==> src/wsi_pkg.sv <==
`timescale 1ns / 1ps
// ----------------------------------------------------------------------------
// wsi_pkg: shared types and constants for the walk / sprint intent block
// Payload structs, classified queue entry, configuration bundle and codes.
// ----------------------------------------------------------------------------
package wsi_pkg;

   // Configuration register indexes
   localparam logic [2:0] CSR_MOVE_DEADZONE    = 3'd0;
   localparam logic [2:0] CSR_SPRINT_LEVEL     = 3'd1;
   localparam logic [2:0] CSR_STALE_TIMEOUT_MS = 3'd2;
   localparam logic [2:0] CSR_COAST_MAX_US     = 3'd3;
   localparam logic [2:0] CSR_SPRINT_ENTER_US  = 3'd4;
   localparam logic [2:0] CSR_SPRINT_EXIT_US   = 3'd5;
   localparam logic [2:0] CSR_FORWARD_STICK    = 3'd6;

   localparam int CSR_DATA_W = 27;

   // Configuration reset values
   localparam logic [15:0]        RST_MOVE_DEADZONE    = 16'd4000;
   localparam logic [15:0]        RST_SPRINT_LEVEL     = 16'd30000;
   localparam logic [19:0]        RST_STALE_TIMEOUT_MS = 20'd500;
   localparam logic [26:0]        RST_COAST_MAX_US     = 27'd300000;
   localparam logic [26:0]        RST_SPRINT_ENTER_US  = 27'd200000;
   localparam logic [26:0]        RST_SPRINT_EXIT_US   = 27'd300000;
   localparam logic signed [15:0] RST_FORWARD_STICK    = 16'sd32767;

   // Fixed limits
   localparam logic [19:0] AGE_CAP         = 20'd999999;
   localparam logic [16:0] DT_CAP_US       = 17'd100000;
   localparam logic [8:0]  SHOULDER_BUTTON = 9'h100;

   // Intent codes on the result channel
   localparam logic [1:0] INTENT_STOPPED   = 2'd0;
   localparam logic [1:0] INTENT_WALKING   = 2'd1;
   localparam logic [1:0] INTENT_SPRINTING = 2'd2;

   typedef enum logic [2:0] {
      CAUSE_HOLD         = 3'd0,
      CAUSE_STALE        = 3'd1,
      CAUSE_START        = 3'd2,
      CAUSE_COAST        = 3'd3,
      CAUSE_SPRINT_ENTER = 3'd4,
      CAUSE_SPRINT_EXIT  = 3'd5
   } cause_type;

   typedef enum logic [2:0] {
      MODE_STOPPED   = 3'b001,
      MODE_WALKING   = 3'b010,
      MODE_SPRINTING = 3'b100
   } mode_type;

   typedef struct packed {
      logic                link_up;
      logic signed [15:0]  stick_value;
      logic                device_sprint;
      logic [47:0]         sample_time_ms;
      logic [47:0]         now_ms;
      logic [19:0]         elapsed_us;
      logic [31:0]         sample_seq;
   } req_type;

   typedef struct packed {
      logic [1:0]          intent;
      logic [2:0]          cause;
      logic                is_stale;
      logic [19:0]         age_ms;
      logic [47:0]         time_echo;
      logic [31:0]         seq_echo;
      logic signed [15:0]  stick_echo;
      logic                sprint_echo;
      logic signed [15:0]  drive_y;
      logic [8:0]          button_mask;
   } rsp_type;

   typedef struct packed {
      logic [15:0]         move_deadzone;
      logic [15:0]         sprint_level;
      logic [19:0]         stale_timeout_ms;
      logic [26:0]         coast_max_us;
      logic [26:0]         sprint_enter_us;
      logic [26:0]         sprint_exit_us;
      logic signed [15:0]  forward_stick;
   } cfg_type;

   // One classified update as it waits between front and back
   typedef struct packed {
      logic                fresh;
      logic                moving;
      logic                sprint;
      logic [16:0]         dt_us;
      logic [19:0]         age_ms;
      logic [47:0]         now_ms;
      logic [31:0]         sample_seq;
      logic signed [15:0]  stick_value;
      logic                device_sprint;
   } cls_type;

endpackage

==> src/wsi_front.sv <==
`timescale 1ns / 1ps
// ----------------------------------------------------------------------------
// wsi_front: update classifier
// Works out freshness, capped age, clamped step time and movement / sprint.
// ----------------------------------------------------------------------------
module wsi_front (
   input  wsi_pkg::req_type req_data,
   input  wsi_pkg::cfg_type cfg,
   output wsi_pkg::cls_type cls
);

   logic        has_time;
   logic [47:0] diff;
   logic [16:0] mag;
   logic [15:0] dz;
   logic [15:0] sl;

   always_comb begin
      has_time = (req_data.sample_time_ms != 48'd0) &&
                 (req_data.now_ms >= req_data.sample_time_ms);
      diff     = req_data.now_ms - req_data.sample_time_ms;

      // magnitude of a 16-bit two's complement value, 0..32768
      if (req_data.stick_value[15]) begin
         mag = 17'h10000 - {1'b0, req_data.stick_value};
      end else begin
         mag = {1'b0, req_data.stick_value};
      end

      // a zero threshold acts as one
      dz = (cfg.move_deadzone == 16'd0) ? 16'd1 : cfg.move_deadzone;
      sl = (cfg.sprint_level == 16'd0) ? 16'd1 : cfg.sprint_level;

      cls.fresh  = req_data.link_up && has_time &&
                   (diff <= {28'd0, cfg.stale_timeout_ms});
      cls.age_ms = (has_time && (diff < {28'd0, wsi_pkg::AGE_CAP})) ?
                   diff[19:0] : wsi_pkg::AGE_CAP;
      cls.dt_us  = (req_data.elapsed_us > {3'd0, wsi_pkg::DT_CAP_US}) ?
                   wsi_pkg::DT_CAP_US : req_data.elapsed_us[16:0];
      cls.moving = (mag >= {1'b0, dz});
      cls.sprint = req_data.device_sprint || (mag >= {1'b0, sl});

      cls.now_ms        = req_data.now_ms;
      cls.sample_seq    = req_data.sample_seq;
      cls.stick_value   = req_data.stick_value;
      cls.device_sprint = req_data.device_sprint;
   end

endmodule

==> src/wsi_queue.sv <==
`timescale 1ns / 1ps
// ----------------------------------------------------------------------------
// wsi_queue: classified update queue
// Short FIFO between the classifier and the state machine.
// ----------------------------------------------------------------------------
module wsi_queue #(
   parameter int DEPTH = 2
) (
   input  logic             clock,
   input  logic             reset,
   input  logic             push,
   input  wsi_pkg::cls_type push_data,
   input  logic             pop,
   output wsi_pkg::cls_type pop_data,
   output logic             full,
   output logic             not_empty
);

   localparam int PTR_W = (DEPTH > 1) ? $clog2(DEPTH) : 1;
   localparam int CNT_W = $clog2(DEPTH + 1);
   localparam logic [PTR_W-1:0] LAST_PTR = PTR_W'(DEPTH - 1);
   localparam logic [CNT_W-1:0] FULL_CNT = CNT_W'(DEPTH);

   wsi_pkg::cls_type entry_ff [DEPTH];
   logic [PTR_W-1:0] wr_ptr_ff, wr_ptr_in;
   logic [PTR_W-1:0] rd_ptr_ff, rd_ptr_in;
   logic [CNT_W-1:0] count_ff, count_in;

   assign full      = (count_ff == FULL_CNT);
   assign not_empty = (count_ff != '0);
   assign pop_data  = entry_ff[rd_ptr_ff];

   always_comb begin
      wr_ptr_in = wr_ptr_ff;
      rd_ptr_in = rd_ptr_ff;
      count_in  = count_ff;
      if (push) begin
         wr_ptr_in = (wr_ptr_ff == LAST_PTR) ? '0 : wr_ptr_ff + 1'b1;
      end
      if (pop) begin
         rd_ptr_in = (rd_ptr_ff == LAST_PTR) ? '0 : rd_ptr_ff + 1'b1;
      end
      if (push && !pop) begin
         count_in = count_ff + 1'b1;
      end else if (pop && !push) begin
         count_in = count_ff - 1'b1;
      end
   end

   always_ff @(posedge clock) begin
      if (reset) begin
         wr_ptr_ff <= '0;
         rd_ptr_ff <= '0;
         count_ff  <= '0;
      end else begin
         wr_ptr_ff <= wr_ptr_in;
         rd_ptr_ff <= rd_ptr_in;
         count_ff  <= count_in;
      end
   end

   always_ff @(posedge clock) begin
      if (push) begin
         entry_ff[wr_ptr_ff] <= push_data;
      end
   end

   a_no_overfill: assert property (@(posedge clock) disable iff (reset)
      count_ff <= FULL_CNT)
      else $error("queue holds more entries than its depth");

   a_no_push_full: assert property (@(posedge clock) disable iff (reset)
      full |-> !push)
      else $error("push into a full queue");

   a_no_pop_empty: assert property (@(posedge clock) disable iff (reset)
      pop |-> not_empty)
      else $error("pop from an empty queue");

endmodule

==> src/wsi_back.sv <==
`timescale 1ns / 1ps
// ----------------------------------------------------------------------------
// wsi_back: intent state machine and result register
// Steps mode and time accumulators for each classified update.
// ----------------------------------------------------------------------------
module wsi_back (
   input  logic             clock,
   input  logic             reset,
   input  wsi_pkg::cfg_type cfg,
   input  logic             q_valid,
   input  wsi_pkg::cls_type q_data,
   output logic             q_pop,
   input  logic             rsp_stall,
   output logic             rsp_valid,
   output wsi_pkg::rsp_type rsp_data
);

   wsi_pkg::mode_type  mode_ff, mode_in;
   logic [31:0]        idle_ff, idle_in;
   logic [31:0]        on_ff, on_in;
   logic [31:0]        off_ff, off_in;
   wsi_pkg::cause_type cause;
   logic               coast_hit;
   logic               rsp_valid_ff;
   wsi_pkg::rsp_type   rsp_data_ff, rsp_in;

   function automatic logic [31:0] sat_add(input logic [31:0] a, input logic [16:0] b);
      logic [32:0] s;
      s = {1'b0, a} + {16'd0, b};
      return s[32] ? 32'hFFFF_FFFF : s[31:0];
   endfunction

   // take the next entry when the result register is free or being drained
   assign q_pop     = q_valid && (!rsp_valid_ff || !rsp_stall);
   assign rsp_valid = rsp_valid_ff;
   assign rsp_data  = rsp_data_ff;

   always_comb begin
      mode_in   = mode_ff;
      idle_in   = idle_ff;
      on_in     = on_ff;
      off_in    = off_ff;
      cause     = wsi_pkg::CAUSE_HOLD;
      coast_hit = 1'b0;
      if (!q_data.fresh) begin
         if (mode_ff != wsi_pkg::MODE_STOPPED) begin
            cause = wsi_pkg::CAUSE_STALE;
         end
         mode_in = wsi_pkg::MODE_STOPPED;
         idle_in = '0;
         on_in   = '0;
         off_in  = '0;
      end else begin
         idle_in = q_data.moving ? 32'd0 : sat_add(idle_ff, q_data.dt_us);
         if (q_data.sprint) begin
            on_in  = sat_add(on_ff, q_data.dt_us);
            off_in = '0;
         end else begin
            off_in = sat_add(off_ff, q_data.dt_us);
            on_in  = '0;
         end
         coast_hit = !q_data.moving && (idle_in >= {5'd0, cfg.coast_max_us});
         case (mode_ff)
            wsi_pkg::MODE_WALKING: begin
               if (coast_hit) begin
                  mode_in = wsi_pkg::MODE_STOPPED;
                  cause   = wsi_pkg::CAUSE_COAST;
               end else if (on_in >= {5'd0, cfg.sprint_enter_us}) begin
                  mode_in = wsi_pkg::MODE_SPRINTING;
                  cause   = wsi_pkg::CAUSE_SPRINT_ENTER;
               end
            end
            wsi_pkg::MODE_SPRINTING: begin
               if (coast_hit) begin
                  mode_in = wsi_pkg::MODE_STOPPED;
                  cause   = wsi_pkg::CAUSE_COAST;
               end else if (off_in >= {5'd0, cfg.sprint_exit_us}) begin
                  mode_in = wsi_pkg::MODE_WALKING;
                  cause   = wsi_pkg::CAUSE_SPRINT_EXIT;
               end
            end
            default: begin
               mode_in = wsi_pkg::MODE_STOPPED;
               if (q_data.moving) begin
                  mode_in = wsi_pkg::MODE_WALKING;
                  cause   = wsi_pkg::CAUSE_START;
               end
            end
         endcase
      end

      rsp_in.cause       = cause;
      rsp_in.is_stale    = !q_data.fresh;
      rsp_in.age_ms      = q_data.age_ms;
      rsp_in.time_echo   = q_data.now_ms;
      rsp_in.seq_echo    = q_data.sample_seq;
      rsp_in.stick_echo  = q_data.stick_value;
      rsp_in.sprint_echo = q_data.device_sprint;
      case (mode_in)
         wsi_pkg::MODE_WALKING: begin
            rsp_in.intent      = wsi_pkg::INTENT_WALKING;
            rsp_in.drive_y     = cfg.forward_stick;
            rsp_in.button_mask = '0;
         end
         wsi_pkg::MODE_SPRINTING: begin
            rsp_in.intent      = wsi_pkg::INTENT_SPRINTING;
            rsp_in.drive_y     = cfg.forward_stick;
            rsp_in.button_mask = wsi_pkg::SHOULDER_BUTTON;
         end
         default: begin
            rsp_in.intent      = wsi_pkg::INTENT_STOPPED;
            rsp_in.drive_y     = '0;
            rsp_in.button_mask = '0;
         end
      endcase
   end

   always_ff @(posedge clock) begin
      if (reset) begin
         mode_ff      <= wsi_pkg::MODE_STOPPED;
         idle_ff      <= '0;
         on_ff        <= '0;
         off_ff       <= '0;
         rsp_valid_ff <= 1'b0;
      end else begin
         if (q_pop) begin
            mode_ff      <= mode_in;
            idle_ff      <= idle_in;
            on_ff        <= on_in;
            off_ff       <= off_in;
            rsp_valid_ff <= 1'b1;
         end else if (!rsp_stall) begin
            rsp_valid_ff <= 1'b0;
         end
      end
   end

   always_ff @(posedge clock) begin
      if (q_pop) begin
         rsp_data_ff <= rsp_in;
      end
   end

   a_stale_clears: assert property (@(posedge clock) disable iff (reset)
      (q_pop && !q_data.fresh) |=>
         (mode_ff == wsi_pkg::MODE_STOPPED) && (idle_ff == '0) &&
         (on_ff == '0) && (off_ff == '0))
      else $error("stale update did not stop and clear accumulators");

   a_no_jump_to_sprint: assert property (@(posedge clock) disable iff (reset)
      (mode_ff == wsi_pkg::MODE_STOPPED) |=> (mode_ff != wsi_pkg::MODE_SPRINTING))
      else $error("stopped went straight to sprinting");

   a_sprint_exclusive: assert property (@(posedge clock) disable iff (reset)
      (on_ff == '0) || (off_ff == '0))
      else $error("sprint on and off timers both running");

endmodule

==> src/walk_sprint_intent_fsm.sv <==
`timescale 1ns / 1ps
// ----------------------------------------------------------------------------
// walk_sprint_intent_fsm: walk / sprint intent from locomotion sensor updates
// Classifies each update and steps a stopped / walking / sprinting machine.
// ----------------------------------------------------------------------------
// Usage:
//   req_*  one sensor update per transfer (req_valid high, req_stall low).
//          req_stall rises only when the internal queue is full.
//   rsp_*  one result per update, in order; the receiver holds rsp_stall
//          high to keep the current result on rsp_data.
//   csr_*  register writes, index 0..6; csr_ready is always high and an
//          unknown index is dropped. Write only while no update is in flight.
// Path: an accepted update is written into the queue, then popped into the
//   result register that drives rsp_*; a stalled result holds back the pop.
// Throughput: one update per cycle while rsp_stall is low, with a combinational
//   classifier in front and a registered state step in back.
// Stall: a stalled result holds in the output register; updates keep
//   flowing into the queue until it holds QUEUE_DEPTH entries.
// Reset: mode returns to stopped, timers clear, registers take their
//   default values, queue and result register empty.
// ----------------------------------------------------------------------------
module walk_sprint_intent_fsm #(
   parameter int QUEUE_DEPTH = 2
) (
   input  logic                              clock,
   input  logic                              reset,
   input  logic                              req_valid,
   output logic                              req_stall,
   input  wsi_pkg::req_type                  req_data,
   output logic                              rsp_valid,
   input  logic                              rsp_stall,
   output wsi_pkg::rsp_type                  rsp_data,
   input  logic                              csr_valid,
   output logic                              csr_ready,
   input  logic [2:0]                        csr_index,
   input  logic [wsi_pkg::CSR_DATA_W-1:0]    csr_wdata
);

   wsi_pkg::cfg_type cfg_ff;
   wsi_pkg::cls_type front_cls;
   wsi_pkg::cls_type q_data;
   logic             q_full;
   logic             q_valid;
   logic             q_pop;
   logic             push;

   assign csr_ready = 1'b1;
   assign req_stall = q_full;
   assign push      = req_valid && !q_full;

   // Configuration registers: take a write on each csr transfer
   always_ff @(posedge clock) begin
      if (reset) begin
         cfg_ff.move_deadzone    <= wsi_pkg::RST_MOVE_DEADZONE;
         cfg_ff.sprint_level     <= wsi_pkg::RST_SPRINT_LEVEL;
         cfg_ff.stale_timeout_ms <= wsi_pkg::RST_STALE_TIMEOUT_MS;
         cfg_ff.coast_max_us     <= wsi_pkg::RST_COAST_MAX_US;
         cfg_ff.sprint_enter_us  <= wsi_pkg::RST_SPRINT_ENTER_US;
         cfg_ff.sprint_exit_us   <= wsi_pkg::RST_SPRINT_EXIT_US;
         cfg_ff.forward_stick    <= wsi_pkg::RST_FORWARD_STICK;
      end else if (csr_valid && csr_ready) begin
         case (csr_index)
            wsi_pkg::CSR_MOVE_DEADZONE:    cfg_ff.move_deadzone    <= csr_wdata[15:0];
            wsi_pkg::CSR_SPRINT_LEVEL:     cfg_ff.sprint_level     <= csr_wdata[15:0];
            wsi_pkg::CSR_STALE_TIMEOUT_MS: cfg_ff.stale_timeout_ms <= csr_wdata[19:0];
            wsi_pkg::CSR_COAST_MAX_US:     cfg_ff.coast_max_us     <= csr_wdata[26:0];
            wsi_pkg::CSR_SPRINT_ENTER_US:  cfg_ff.sprint_enter_us  <= csr_wdata[26:0];
            wsi_pkg::CSR_SPRINT_EXIT_US:   cfg_ff.sprint_exit_us   <= csr_wdata[26:0];
            wsi_pkg::CSR_FORWARD_STICK:    cfg_ff.forward_stick    <= csr_wdata[15:0];
            default: begin
               // drop writes to unknown indexes
            end
         endcase
      end
   end

   // Front: classify the update as it is accepted
   wsi_front u_front (
      .req_data (req_data),
      .cfg      (cfg_ff),
      .cls      (front_cls)
   );

   // Queue: decouple the classifier from the state step
   wsi_queue #(
      .DEPTH (QUEUE_DEPTH)
   ) u_queue (
      .clock     (clock),
      .reset     (reset),
      .push      (push),
      .push_data (front_cls),
      .pop       (q_pop),
      .pop_data  (q_data),
      .full      (q_full),
      .not_empty (q_valid)
   );

   // Back: advance the intent machine and register the result
   wsi_back u_back (
      .clock     (clock),
      .reset     (reset),
      .cfg       (cfg_ff),
      .q_valid   (q_valid),
      .q_data    (q_data),
      .q_pop     (q_pop),
      .rsp_stall (rsp_stall),
      .rsp_valid (rsp_valid),
      .rsp_data  (rsp_data)
   );

endmodule

==> config.mk <==
export PLATFORM = sky130hd
export DESIGN_NAME = walk_sprint_intent_fsm
export DESIGN_NICKNAME = d
export VERILOG_FILES = /design/src/wsi_pkg.sv /design/src/wsi_front.sv /design/src/wsi_queue.sv /design/src/wsi_back.sv /design/src/walk_sprint_intent_fsm.sv
export SDC_FILE = /design/constraint.sdc
export NUM_CORES = 1
export LEC_CHECK = 0
export BUFFER_PORTS_ARGS = -buffer_cell sky130_fd_sc_hd__buf_2
export CELL_PAD_IN_SITES_DETAIL_PLACEMENT = 0
export CELL_PAD_IN_SITES_GLOBAL_PLACEMENT = 1
export CORE_UTILIZATION = 51
export CTS_CLUSTER_DIAMETER = 50
export CTS_CLUSTER_SIZE = 10
export DETAILED_ROUTE_END_ITERATION = 8
export GPL_TIMING_DRIVEN = 0
export PLACE_DENSITY_LB_ADDON = 0.05
export SLEW_MARGIN = 20
export SYNTH_ARGS = -nofsm -noshare
export SYNTH_HDL_FRONTEND = slang
export SYNTH_SLANG_ARGS = --single-unit
==> constraint.sdc <==
create_clock -name clock -period 21 [get_ports clock]
set_input_delay 2.1 -clock clock [delete_from_list [all_inputs] [get_ports clock]]
set_output_delay 2.1 -clock clock [all_outputs]
set_load 0.01 [all_outputs]
==> Word-level counts from Yosys, hierarchy flattened <==
Memory sizes are Yosys's and may differ from the RTL's. A register that Yosys moved wholly into a read port is not among the register bits.
Cells that the tools add are included.
{ "classes": {"eq_ne": 13, "add_sub_neg": 9, "muxes": 43, "order_cmp": 9, "n_reduce_logical": 31} }
{ "op_table": {"columns": ["op", "n"], "rows": [
  ["32-bit two-way mux", 11],
  ["32-bit by 17-bit adder with 33-bit output", 3],
  ["32-bit by 27-bit >= comparator with 1-bit output", 3],
  ["25-bit case mux with 2 select lines", 1],
  ["48-bit >= comparator", 1],
  ["48-bit by 20-bit <= comparator with 1-bit output", 1],
  ["48-bit by 20-bit less-than comparator with 1-bit output (second input constant)", 1],
  ["48-bit nonzero test", 1],
  ["48-bit subtractor", 1],
  ["17-bit by 16-bit >= comparator with 1-bit output", 2],
  ["17-bit two-way mux", 2],
  ["16-bit zero test", 2],
  ["16-bit two-way mux", 2],
  ["3-bit two-way mux", 10],
  ["20-bit by 17-bit > comparator with 1-bit output (second input constant)", 1],
  ["20-bit two-way mux", 1],
  ["17-bit by 16-bit subtractor with 17-bit output (first input constant)", 1],
  ["3-bit equality test (second input constant)", 5],
  ["2-bit AND reduction", 7],
  ["3-bit by 2-bit equality test with 1-bit output (second input constant)", 4],
  ["3-bit case mux with 2 select lines", 2],
  ["1-bit logical AND", 9],
  ["1-bit two-way mux", 9],
  ["2-bit two-way mux", 4],
  ["other kinds (12)", 21]
]} }
{ "totals": {"wordCells": 131, "mem_bits_rw": 274, "n_memories": 1, "ff_bits": 401, "input_bits": 201, "output_inout_bits": 151} }
{ "mem_list": {"columns": ["name", "words", "width", "rd", "rd_clocked_by_memory_dff", "write_ports", "line", "text"], "rows": [
  ["u_queue.entry_ff", 2, 137, 1, 1, 1, "wsi_queue.sv:24", "wsi_pkg::cls_type entry_ff [DEPTH];"]
]} }

==> Depth between registers and ports, before layout <==
Gate-level depths: netlist of the first run.
{ "depth": {"word_depth": 11, "ltp_mapped": 28, "mapped_depth_nobuf": 24} }

==> Cells and area by module <==
From an unflattened synthesis of the first run, not the netlist that was laid out.
{ "unflattened": {"cells_unflattened": 3439, "area_unflattened_um2": 36555.1} }
{ "by_module_without_submodules": {"columns": ["module", "seq_area_each_um2", "area_each_um2", "n_inst", "cells_per_inst"], "rows": [
  ["wsi_back", 6175.9, 14203.6, 1, 1491],
  ["wsi_queue", 8328.0, 10149.7, 1, 448],
  ["wsi_front", 0.0, 6356.1, 1, 951],
  ["walk_sprint_intent_fsm", 2982.9, 5845.6, 1, 549]
]} }

==> Least setup slack after synthesis of the first run <==
No wires, ideal clock.
{ "synth_timing": {"path_type": "in2reg", "start": "input req_valid", "end": "memory u_queue.entry_ff[0][0] in the netlist's numbering (enable)", "arrival_time_ns": 7.877, "required_ns": 20.365, "setup_ns": 0.635, "stages": 2, "path_buffers": 0, "setup_slack_ns": 12.488, "cell_sequence": "nand2_1 nor2_1"} }
{ "synth_via": {"elab_chain_cells": 3} }
{ "synth_rtl": {"columns": ["item", "line", "text"], "rows": [
  ["from (decl)", "walk_sprint_intent_fsm.sv:27", "input logic req_valid,"],
  ["1-bit logical AND", "walk_sprint_intent_fsm.sv:49", "assign push = req_valid && !q_full;"],
  ["1-bit two-way mux", "wsi_queue.sv:63", "if (push) begin"],
  ["1-bit two-way mux (implied by the code)", "wsi_queue.sv:64", "entry_ff[wr_ptr_ff] <= push_data;"],
  ["to (decl)", "wsi_queue.sv:24", null]
]} }
No other way between the ends.

==> results of run 1 <==
## where the power goes
group          internal (uW)  switching [uW]  total (uW)  leakage, uW
logic                    522             977        1500      0.00859
registers               1670            58.1        1730      0.00582
clock network            838             576        1410      0.00131
total                   3030            1610        4640       0.0157
## flip-flops by register name, indices dropped and copies added, names as in the netlist, 2 cells and up, named ones only
signal / cells
u_back.on_ff: 32
u_back.idle_ff: 32
u_back.mode_ff: 3
u_queue.count_ff: 2
cfg_ff: 149
u_queue.entry_ff: 274
u_back.off_ff: 32
u_back.rsp_data: 139
## through the flow
step	hold WS [ns]	setup WS [ns]	power (uW)	utilization (%)	cells
final	0.4553	10.90	4643	60.27	4746
after global routing	0.4754	10.47	4850	60.27	4745
after CTS	0.4583	11.04	4651	60.25	4740
after detailed placement	0.4494	11.08	3232	56.15	4595
after global placement	0.4437	8.101	3228	55.66	4582
after floorplan	0.4317	12.49	2691	-	3370
## tightest hold or removal path: stages (launching register included)
cell,delay (ns)
dfxtp_1,0.31
nand2_1,0.05
a21oi_1,0.05
## cell usage in the layout (no fill, tap or decap), types with 18 or more instances in the layout
cell type / Yosys / routed
nand2b_1: 28 / 28
o211ai_1: 66 / 66
edfxtp_1: 413 / 413
clkbuf_16: 0 / 89
inv_1: 232 / 232
and3_1: 37 / 36
a21o_1: 64 / 64
nand3_1: 80 / 80
nor4_1: 31 / 31
xnor2_1: 69 / 69
nand4_1: 43 / 43
or3_1: 18 / 18
a22oi_1: 67 / 67
dfxtp_1: 254 / 254
ha_1: 234 / 234
o21ai_0: 100 / 100
mux2_2: 138 / 138
a21oi_1: 324 / 324
nor3_1: 42 / 42
and2_1: 44 / 44
nor2_1: 170 / 169
o21a_1: 34 / 34
a211oi_1: 24 / 24
nand2_1: 409 / 409
buf_2: 5 / 344
a31oi_1: 22 / 22
clkbuf_1: 134 / 160
xor2_1: 45 / 45
nor2b_1: 21 / 21
## cells by family after synthesis
group / count (synthesis)
other: 2
adders and majority gates: 238
xor gates and xnor gates: 114
DFF: 667
muxes: 144
AOI/OAI and AO/OA: 838
buffers and inverters: 389
and+or+nand+nor: 971
## cell type report
| class | instances | share of cell area (%) |
|---|---|---|
| flip-flops and latches | 667 | 43.20 |
| multi-input cells | 2314 | 38.55 |
| clock buffers | 117 | 5.787 |
| repair buffers | 352 | 4.964 |
| well taps | 873 | 2.699 |
| inverters | 234 | 2.170 |
| plain buffers | 155 | 1.573 |
| clock inverters | 28 | 1.014 |
| diodes | 6 | 0.03709 |
## metal layers
layer	GRT usage [%]	vias up	wire length, um
met1	41.26	13663	46770
li1	-	13170	-
met2	46.27	999	46620
met5	0	-	12
met3	4.779	195	7232
met4	10.52	2	3424
## worst paths after layout
kind / endpoint / cells past startpoint / startpoint
setup reg to reg: u_back.rsp_data[11]$_DFFE_PP_ / 25 / flop
hold reg to reg: cfg_ff[15]$_SDFFE_PP0P_ / 2 / cfg_ff[15]$_SDFFE_PP0P_
hold / removal: cfg_ff[15]$_SDFFE_PP0P_ / 2 / cfg_ff[15]$_SDFFE_PP0P_
setup / recovery: u_back.rsp_data[11]$_DFFE_PP_ / 25 / flop
==> flow_metrics.py, run 1 <==
metrics = {
    "setup_path": {
        "max_stage_delay_ns": 0.90,
        "cp_slowest_cell": "buf_1",
        "cp_num_buf_inv": 6,
        "r2r_slack_ns": 10.90,
        "critPathTopFamily": "buffers and inverters",
        "path_max_fanout": 10,
        "critical-path-top-cell-by-count": "clkbuf_1",
        "startpoint_type": "flop",
        "cp-end-kind": "flop",
        "required_ns": 21.52,
        "critPathKind": "flop to flop",
        "cp.arrival_ns": 10.62,
    },
    "synth": {
        "synth_area_um2": 34560,
        "syn_area_per_cell_um2": 10.28,
        "synth.top_cells.by_count": "edfxtp_1 (413), nand2_1 (409), a21oi_1 (324)",
        "synth-simple-area-share_pct": 13.28,
        "synth_top_family_by_area": "compound AO/OA/AOI/OAI gates",
        "synth_area_leader_cell": "edfxtp_1",
        "syn_inst": 3363,
        "synth-async-reset-ratio_pct": 0,
        "ys_top_cells_by_area": "edfxtp_1 (36%), dfxtp_1 (15%), ha_1 (8.5%)",
        "ys_ff_latch": 667,
        "synth_compound_area_share_pct": 15.47,
        "synth_edf_count": 413,
        "synthMuxAreaShare_pct": 4.670,
        "synthXorXnorAreaFrac_pct": 2.889,
        "yosysMostFrequentCell": "edfxtp_1",
        "synth_fa_ha_area_share_pct": 8.703,
        "yosysTopAreaCellShare_pct": 35.88,
        "synth.distinct_cells": 85,
        "synthFlopType": "edfxtp_1",
        "ys_seq_area_share_pct": 50.59,
        "ys_warn_count": 0,
    },
    "placement": {
        "gp_congestion": 0.9214,
        "dpl.hpwl_mm": 79.62,
        "portBuffers": 339,
        "dpl_cell_area_um2": 37710,
    },
    "clock_network": {
        "cts.sinks": 667,
        "clock_latency_ns": 0.66,
        "root_buffer": "clkbuf_16",
        "hold_buffers": 0,
        "htreeDepth": 3,
        "post_cts_buffers": 0,
        "cts_buffers": 87,
        "cts_buffer_depth": 3,
        "ctsResizeCount": 0,
        "cts_tree": "yes",
        "clk_pin_slew_worst_paths_ns": 0.06,
    },
    "floorplan": {
        "dieArea_um2": 68820,
        "die_x_um": 262.3,
        "start_util_pct": 51.47,
        "rows": 95,
        "die_y_um": 262.3,
        "core-area_um2": 67160,
        "num_io_pins": 352,
    },
    "global_routing": {
        "grt_pass1_wl_mm": 156.5,
        "antenna_found_initial": 6,
        "grt_usage_pct": 29.47,
        "grt_max_degree": 51,
        "grt_pass1_vias": 26928,
        "grt_remaining_overflow": 0,
    },
    "layout": {
        "nFillCells": 5745,
        "seqCellArea_um2": 17490,
        "num-nets-final": 4250,
        "drive_above_1_share_pct": 16.71,
        "syn_to_final_growth_pct": 17.11,
        "stdcell_area_um2": 40480,
        "multi_input_area_um2": 15610,
    },
    "timing": {
        "setup_violations": 0,
        "fin_skew_ns": 0.04171,
        "rsz0062_at_grt": "false",
        "fin_crit_sh_pct": 48.09,
        "fmax_mhz": 99.03,
        "worst_slew_pin_slew_ns": 1.208,
        "finalSetupTns_ns": 0,
        "hold_violations": 0,
        "drv_slew": 0,
        "relSlewSlack_pct": 18.91,
        "fin_crit_ns": 10.10,
    },
    "drt": {
        "num_vias": 28029,
        "wire_per_inst_um": 21.93,
        "wl_mm": 104.1,
        "first_iter_violations": 2430,
        "drc_errors": 0,
        "drtAntennaViolNets": 0,
        "dr.pass1.iters": 6,
        "vias_per_cell": 5.906,
    },
    "power_and_ir_drop": {
        "ir_worst_vdd_uv": 89.62,
        "p_per_area_nw_per_um2": 114.7,
        "p_leak_uw": 0.01572,
    },
    "min_path": {
        "hp-class": "flop to flop",
    },
    "run_status": {
        "outcome": "finished, final reports clean",
    },
    "job": {
        "drv_cap": 0,
    },
}
Power figures use the tool's default switching activity.
==> run 2, diff against run 1 <==
--- a/config.mk
+++ b/config.mk
@@ -5,10 +5,11 @@
 export SDC_FILE = /design/constraint.sdc
 export NUM_CORES = 1
 export LEC_CHECK = 0
+export ABC_AREA = 1
 export BUFFER_PORTS_ARGS = -buffer_cell sky130_fd_sc_hd__buf_2
 export CELL_PAD_IN_SITES_DETAIL_PLACEMENT = 0
 export CELL_PAD_IN_SITES_GLOBAL_PLACEMENT = 1
-export CORE_UTILIZATION = 51
+export CORE_UTILIZATION = 46
 export CTS_CLUSTER_DIAMETER = 50
 export CTS_CLUSTER_SIZE = 10
 export DETAILED_ROUTE_END_ITERATION = 8
==> constraint.sdc (replaced) <==
create_clock -name clock -period 9.9 [get_ports clock]
set_input_delay 0.99 -clock clock [delete_from_list [all_inputs] [get_ports clock]]
set_output_delay 0.99 -clock clock [all_outputs]
set_load 0.01 [all_outputs]
==> run 2 against run 1 <==
Combinational power grew 120%. Global-route usage shrank 2.7 points. Wire length grew 1.8%. Synthesized cell count grew 19%. Clock skew grew 0.012 ns. Critical path depth grew 15. Fmax grew 28%. Final cell count grew 17%. Largest cell class unchanged. Non-clock buffer count shrank 33. Sequential share of layout area shrank 1.5 points. Sequential cell count is the same.
==> flow_metrics.py, run 2 <==
metrics = {
    "synth": {
        "synthMuxAreaShare_pct": 4.230,
        "synth_area_um2": 35670,
        "synth-simple-area-share_pct": 16.41,
        "synth-async-reset-ratio_pct": 0,
        "synth.distinct_cells": 61,
        "syn_inst": 3988,
        "ys_seq_area_share_pct": 49.02,
        "synthFlopType": "edfxtp_1",
        "syn_area_per_cell_um2": 8.945,
        "ys_ff_latch": 667,
        "synth_compound_area_share_pct": 11.73,
        "synth.top_cells.by_count": "nand2_1 (831), inv_1 (540), edfxtp_1 (413)",
        "synth_fa_ha_area_share_pct": 8.432,
        "yosysMostFrequentCell": "nand2_1",
        "ys_warn_count": 0,
        "yosysTopAreaCellShare_pct": 34.77,
        "ys_top_cells_by_area": "edfxtp_1 (35%), dfxtp_1 (14%), nand2_1 (8.7%)",
        "synth_top_family_by_area": "simple AND/OR/NAND/NOR gates",
        "synth_edf_count": 413,
        "synth_area_leader_cell": "edfxtp_1",
        "synthXorXnorAreaFrac_pct": 2.995,
    },
    "power_and_ir_drop": {
        "power_frac_seq_pct": 37.2,
        "p_sw_share_pct": 35.41,
        "clock_power_share_pct": 30.2,
        "p_switching_uw": 3589,
        "pwr-share-comb_pct": 32.6,
        "p_per_area_nw_per_um2": 241.6,
        "p_int_uw": 6545,
        "ir_worst_vdd_uv": 165.3,
        "p_leak_uw": 0.01765,
    },
    "clock_network": {
        "ctsResizeCount": 0,
        "hold_buffers": 0,
        "cts.sinks": 667,
        "clk_pin_slew_worst_paths_ns": 0.06,
        "cts_buffer_depth": 3,
        "htreeDepth": 3,
        "root_buffer": "clkbuf_16",
        "cts_buffers": 90,
        "post_cts_buffers": 0,
        "cts_tree": "yes",
        "clock_latency_ns": 0.67,
    },
    "setup_path": {
        "path_max_fanout": 10,
        "cp_num_buf_inv": 6,
        "critical-path-top-cell-by-count": "nand2_1",
        "reg2reg_depth": 40,
        "startpoint_type": "flop",
        "cp.arrival_ns": 8.31,
        "critPathTopFamily": "buffers and inverters",
        "r2r_end": "u_back.rsp_data[147]$_DFFE_PP_",
        "max_stage_delay_ns": 0.92,
        "r2r_slack_ns": 2.01,
        "critPathKind": "flop to flop",
        "cp_slowest_cell": "clkbuf_1",
        "required_ns": 10.32,
        "cp-end-kind": "flop",
    },
    "placement": {
        "dpl.hpwl_mm": 82.37,
        "dp_worst_setup_slack_ns": 2.033,
        "gp_congestion": 0.9144,
        "portBuffers": 341,
    },
    "drt": {
        "num_vias": 28783,
        "drc_errors": 0,
        "drtAntennaViolNets": 0,
        "vias_per_cell": 5.200,
        "dr.pass1.iters": 6,
        "wl_mm": 106.0,
        "first_iter_violations": 2030,
        "wire_per_inst_um": 19.14,
    },
    "layout": {
        "final_common_cell": "nand2_1",
        "layout_common_cells": "nand2_1 (831), inv_1 (540), edfxtp_1 (413)",
        "largest_reg_flops": 274,
        "num-nets-final": 4882,
        "drive_above_1_share_pct": 15.10,
        "final_core_util_pct": 54.96,
        "top_register": "u_queue.entry_ff",
        "syn_to_final_growth_pct": 17.59,
        "nFillCells": 7232,
    },
    "global_routing": {
        "grt_max_degree": 77,
        "grt_pass1_wl_mm": 159.6,
        "grt_pass1_vias": 27397,
        "grt_usage_pct": 26.80,
        "antenna_found_initial": 17,
        "grt_remaining_overflow": 0,
    },
    "timing": {
        "rsz0062_at_grt": "false",
        "fin_skew_ns": 0.05417,
        "drv_slew": 0,
        "hold_violations": 0,
        "fin_crit_sh_pct": 79.74,
        "relSlewSlack_pct": 17.27,
        "worst_slew_pin_slew_ns": 1.241,
        "fmax_mhz": 126.7,
        "setup_violations": 0,
        "layout_setup_ws_ns": 2.006,
        "fin_crit_ns": 7.894,
    },
    "floorplan": {
        "die_x_um": 280.5,
        "core-area_um2": 76330,
        "die_y_um": 280.5,
        "start_util_pct": 46.74,
        "num_io_pins": 352,
        "dieArea_um2": 78670,
        "rows": 101,
    },
    "run_status": {
        "outcome": "finished, final reports clean",
    },
    "min_path": {
        "hold_start": "u_queue.rd_ptr_ff$_SDFFE_PP0P_",
        "hp-class": "flop to flop",
        "holdPathStages": 1,
    },
    "job": {
        "drv_cap": 0,
    },
}
run 2: changes by cell type after synthesis, sizes merged, moves of 53 or more:
cell	delta
nand3	+57
inv	+313
nand2	+435
a21oi	+67
nor2	+95
a21o	-53
o21ai	+114
a22oi	-66
run 2: cell type report:
| cell class | instances | area [um^2] | area share [%] |
|---|---|---|---|
| antenna | 7 | 17.52 | 0.04176 |
| timing repair buffer | 356 | 2074 | 4.945 |
| tap | 1030 | 1289 | 3.072 |
| sequential | 667 | 17490 | 41.69 |
| clock inverter | 27 | 420.4 | 1.002 |
| clock buffer | 120 | 2426 | 5.783 |
| inverter | 549 | 2068 | 4.930 |
| buffer | 118 | 494.2 | 1.178 |
| multi-input combinational | 2661 | 15670 | 37.36 |
run 2: how the worst max path moves through the flow:
stage | cells past startpoint | start | slack (ns) | endpoint
6_report | 40 | flop | 2.01 | u_back.rsp_data[147]$_DFFE_PP_
3_5_place_dp | 40 | flop | 2.03 | u_back.rsp_data[147]$_DFFE_PP_
2_1_floorplan | 2 | req_valid | 2.42 | u_queue.entry_ff[1][0]$_DFFE_PP_
3_3_place_gp | 3 | req_valid | -1.80 | u_queue.entry_ff[1][27]$_DFFE_PP_
5_1_grt | 40 | flop | 1.45 | u_back.rsp_data[147]$_DFFE_PP_
4_1_cts | 40 | flop | 2.02 | u_back.rsp_data[147]$_DFFE_PP_
run 2: logic make-up (layout without fill, tap and decap cells):
| logic type | count (synthesis) | count (layout) |
|---|---|---|
| compound gates | 758 | 758 |
| xor+xnor | 122 | 122 |
| fa+ha+maj | 238 | 238 |
| buf+inv | 667 | 1170 |
| flops | 667 | 667 |
| mux | 134 | 134 |
| other cells | 2 | 16 |
| simple gates | 1400 | 1400 |
run 2: metrics by stage:
stage                     hold slack (ns)  instance area, um^2  TNS (ns)  instances  total power [uW]
final                              0.4549                41950         0       5535             10130
after global routing               0.4560                41950         0       5534             10680
after CTS                          0.4486                41930         0       5528             10210
after detailed placement           0.4410                39090         0       5381              7129
after global placement             0.4345                38690   -486.29       5366              7118
after floorplan                    0.4257                35700         0       3995              5898
run 2: power by group through the flow:
stage                     registers [uW]  clock network (uW)  logic [uW]
after floorplan                     4010                   0        1890
after global placement              3910                   0        3200
after detailed placement            3820                   0        3310
after CTS                           3770                3110        3320
after global routing                3810                3230        3640
final                               3770                3060        3300
run 2: worst register-to-register path, delay by kind of cell (launching register included):
kind | cells | cell delay [ns]
compound gates | 2 | 0.48
simple gates | 28 | 2.51
mux | 1 | 0.51
buf+inv | 6 | 2.78
fa+ha+maj | 3 | 0.97
flops | 1 | 0.40
run 2: layer usage:
layer	vias to the layer above	global-route usage [%]	wire (um)
met5	-	0	89
met4	16	7.706	2471
met3	151	4.713	6540
met2	736	42.28	47680
met1	13497	37.58	49170
li1	14383	-	-
==> run 3, diff against run 2 <==
--- a/config.mk
+++ b/config.mk
@@ -5,11 +5,11 @@
 export SDC_FILE = /design/constraint.sdc
 export NUM_CORES = 1
 export LEC_CHECK = 0
-export ABC_AREA = 1
+export ABC_AREA = 0
 export BUFFER_PORTS_ARGS = -buffer_cell sky130_fd_sc_hd__buf_2
 export CELL_PAD_IN_SITES_DETAIL_PLACEMENT = 0
 export CELL_PAD_IN_SITES_GLOBAL_PLACEMENT = 1
-export CORE_UTILIZATION = 46
+export CORE_UTILIZATION = 47
 export CTS_CLUSTER_DIAMETER = 50
 export CTS_CLUSTER_SIZE = 10
 export DETAILED_ROUTE_END_ITERATION = 8
==> constraint.sdc (replaced) <==
create_clock -name clock -period 8 [get_ports clock]
set_input_delay 0.8 -clock clock [delete_from_list [all_inputs] [get_ports clock]]
set_output_delay 0.8 -clock clock [all_outputs]
set_load 0.01 [all_outputs]
==> run 3 against run 2 <==
Wire length is 2.1% higher. Final cell count shrank 12%. Fmax up 2.0%. Global-route usage grew 1.4 points. Sequential share of layout area increased by 1.0 points. Sequential cell count unchanged. Via count shrank 2.7%. Critical path depth fell by 14. Sequential power increased by 21%. Critical path type unchanged.
==> flow_metrics.py, run 3 (synthesized netlist as in run 1, its figures left out) <==
metrics = {
    "clock_network": {
        "hold_buffers": 0,
        "clk_pin_slew_worst_paths_ns": 0.06,
        "clock_latency_ns": 0.68,
        "htreeDepth": 3,
        "root_buffer": "clkbuf_16",
        "cts.sinks": 667,
        "cts_buffer_depth": 3,
        "cts_tree": "yes",
        "cts_buffers": 93,
    },
    "timing": {
        "worst_slew_pin_slew_ns": 1.046,
        "fin_hold_ws_ns": 0.3171,
        "fmax_mhz": 129.2,
        "hold_violations": 0,
        "layout_setup_ws_ns": 0.2613,
        "relSlewSlack_pct": 28.90,
        "setup_violations": 0,
        "fin_skew_ns": 0.05835,
        "fin_crit_ns": 7.739,
        "fin_crit_sh_pct": 96.73,
        "drv_slew": 0,
        "finalSetupTns_ns": 0,
    },
    "floorplan": {
        "core-area_um2": 72830,
        "start_util_pct": 47.45,
        "dieArea_um2": 74630,
        "num_io_pins": 352,
        "die_y_um": 273.2,
        "rows": 99,
        "die_x_um": 273.2,
    },
    "layout": {
        "final_common_cell": "edfxtp_1",
        "top_register": "u_queue.entry_ff",
        "syn_to_final_growth_pct": 18.49,
        "layout_common_cells": "edfxtp_1 (413), nand2_1 (409), buf_2 (344)",
        "num-nets-final": 4260,
        "drive_above_1_share_pct": 17.64,
        "nFillCells": 6383,
        "largest_reg_flops": 274,
    },
    "setup_path": {
        "startpoint_type": "flop",
        "max_stage_delay_ns": 0.61,
        "path_max_fanout": 10,
        "cp-end-kind": "flop",
        "reg2reg_depth": 26,
        "required_ns": 8.42,
        "r2r_end": "u_back.rsp_data[146]$_DFFE_PP_",
        "cp.arrival_ns": 8.15,
        "critPathKind": "flop to flop",
        "critPathTopFamily": "compound AO/OA/AOI/OAI gates",
        "cp_num_buf_inv": 6,
        "r2r_slack_ns": 0.26,
        "cp_slowest_cell": "o21ai_0",
    },
    "global_routing": {
        "grt_pass1_vias": 27101,
        "grt_pass1_wl_mm": 159.9,
        "grt_remaining_overflow": 0,
        "antenna_found_initial": 2,
        "grt_usage_pct": 28.22,
        "grt_max_degree": 52,
    },
    "min_path": {
        "hp-class": "input port to flop",
        "holdPathEnd": "u_queue.entry_ff[1][29]$_DFFE_PP_",
        "hold_start": "req_data[12]",
        "holdPathStages": 1,
    },
    "job": {
        "drv_cap": 0,
    },
    "power_and_ir_drop": {
        "pwr-share-comb_pct": 31.2,
        "power_frac_seq_pct": 36.4,
        "p_per_area_nw_per_um2": 304.9,
        "ir_worst_vdd_uv": 363.1,
        "clock_power_share_pct": 32.4,
        "p_sw_share_pct": 34.57,
        "p_leak_uw": 0.01591,
        "p_int_uw": 8169,
        "p_switching_uw": 4317,
    },
    "drt": {
        "topRoutingLayerUsed": "met4",
        "met3_wirelength_mm": 7.147,
        "drtAntennaViolNets": 0,
        "wl_mm": 108.2,
        "drc_errors": 0,
        "vias_per_cell": 5.770,
        "first_iter_violations": 2154,
        "wire_per_inst_um": 22.27,
        "m1WireLength_mm": 48.02,
        "num_vias": 28018,
        "met2WireLength_mm": 49.76,
        "dr.pass1.iters": 5,
    },
    "placement": {
        "gp_congestion": 0.9243,
        "dp_worst_setup_slack_ns": -1.767,
        "dpl.hpwl_mm": 81.94,
        "portBuffers": 339,
    },
    "run_status": {
        "outcome": "finished, final reports clean",
    },
}
-- run 3: cell count changes in the layout (fill, tap and decap cells not counted), moves of 29 or more --
cell	change
a22oi_1	+66
xor2_1	-31
a21o_1	+53
and2_1	+44
a21oi_1	-62
nor2_1	-89
nand3_1	-54
o21ai_0	-117
and3_1	+29
nand2_1	-422
clkbuf_1	+29
inv_1	-308
-- run 3: worst max path at each step --
stage	startpoint	end	slack, ns	depth (start not counted)
6_report	flop	u_back.rsp_data[146]$_DFFE_PP_	0.26	26
5_1_grt	flop	u_back.rsp_data[146]$_DFFE_PP_	-0.04	25
4_1_cts	flop	u_back.rsp_data[13]$_DFFE_PP_	0.05	26
3_5_place_dp	flop	u_back.rsp_data[17]$_DFFE_PP_	-1.77	25
3_3_place_gp	req_valid	u_queue.entry_ff[0][91]$_DFFE_PP_	-3.56	3
2_1_floorplan	req_valid	u_queue.entry_ff[0][0]$_DFFE_PP_	0.79	2
-- run 3: worst reg2reg max path: stages, from the launching register on --
cell	delay (ns)
dfxtp_1	0.30
clkbuf_1	0.21
clkbuf_4	0.36
buf_4	0.33
clkbuf_4	0.34
mux2_2	0.45
ha_1	0.25
fa_1	0.44
a211oi_1	0.26
o21ai_0	0.29
o211ai_1	0.26
buf_4	0.16
a31oi_1	0.12
clkbuf_1	0.25
and2_1	0.29
o21ai_0	0.62
ha_1	0.36
nand2b_1	0.14
a21o_1	0.17
a211oi_1	0.27
o311ai_0	0.19
nand2_1	0.14
a21oi_1	0.15
a2111oi_2	0.47
nand4_1	0.23
a21oi_4	0.37
nor2b_1	0.08
-- run 3: area by class of cell --
cell class	instances	area (um^2)	area share [%]
flip-flops and latches	667	17490	42.70
multi-input cells	2314	15640	38.20
clock buffers	131	2531	6.181
repair buffers	356	2012	4.913
well taps	959	1200	2.930
inverters	234	878.3	2.145
plain buffers	155	656.9	1.604
clock inverters	37	536.8	1.311
diodes	3	7.507	0.01833
-- run 3: layer usage --
layer	vias to the layer above	global-route usage, %
li1	13216	-
met1	13683	39.30
met2	937	44.73
met3	182	4.482
met4	0	9.350
met5	-	0
-- run 3: power groups by stage --
stage                     combinational [uW]  sequential (uW)  clock (uW)
final                                   3900             4550        4040
after global routing                    4230             4600        4240
after CTS                               3880             4550        4100
after detailed placement                3860             4620           0
after global placement                  3630             4790           0
after floorplan                         2210             4850           0
-- run 3: metrics by stage --
| step | utilization (%) | cell area [um^2] | power (uW) | std cells |
|---|---|---|---|---|
| after floorplan | - | 34590 | 7064 | 3370 |
| after global placement | 51.47 | 37490 | 8422 | 4668 |
| after detailed placement | 51.88 | 37790 | 8471 | 4680 |
| after CTS | 56.14 | 40890 | 12530 | 4851 |
| after global routing | 56.22 | 40950 | 13060 | 4853 |
| final | 56.23 | 40950 | 12490 | 4856 |
-- run 3: repair_timing --
item,4_1_cts,5_1_grt
setup buffers,3,2
endpoints found under the hold margin,0,0
resized for setup,11,21
pin swaps,1,1
setup endpoints to repair,24,24
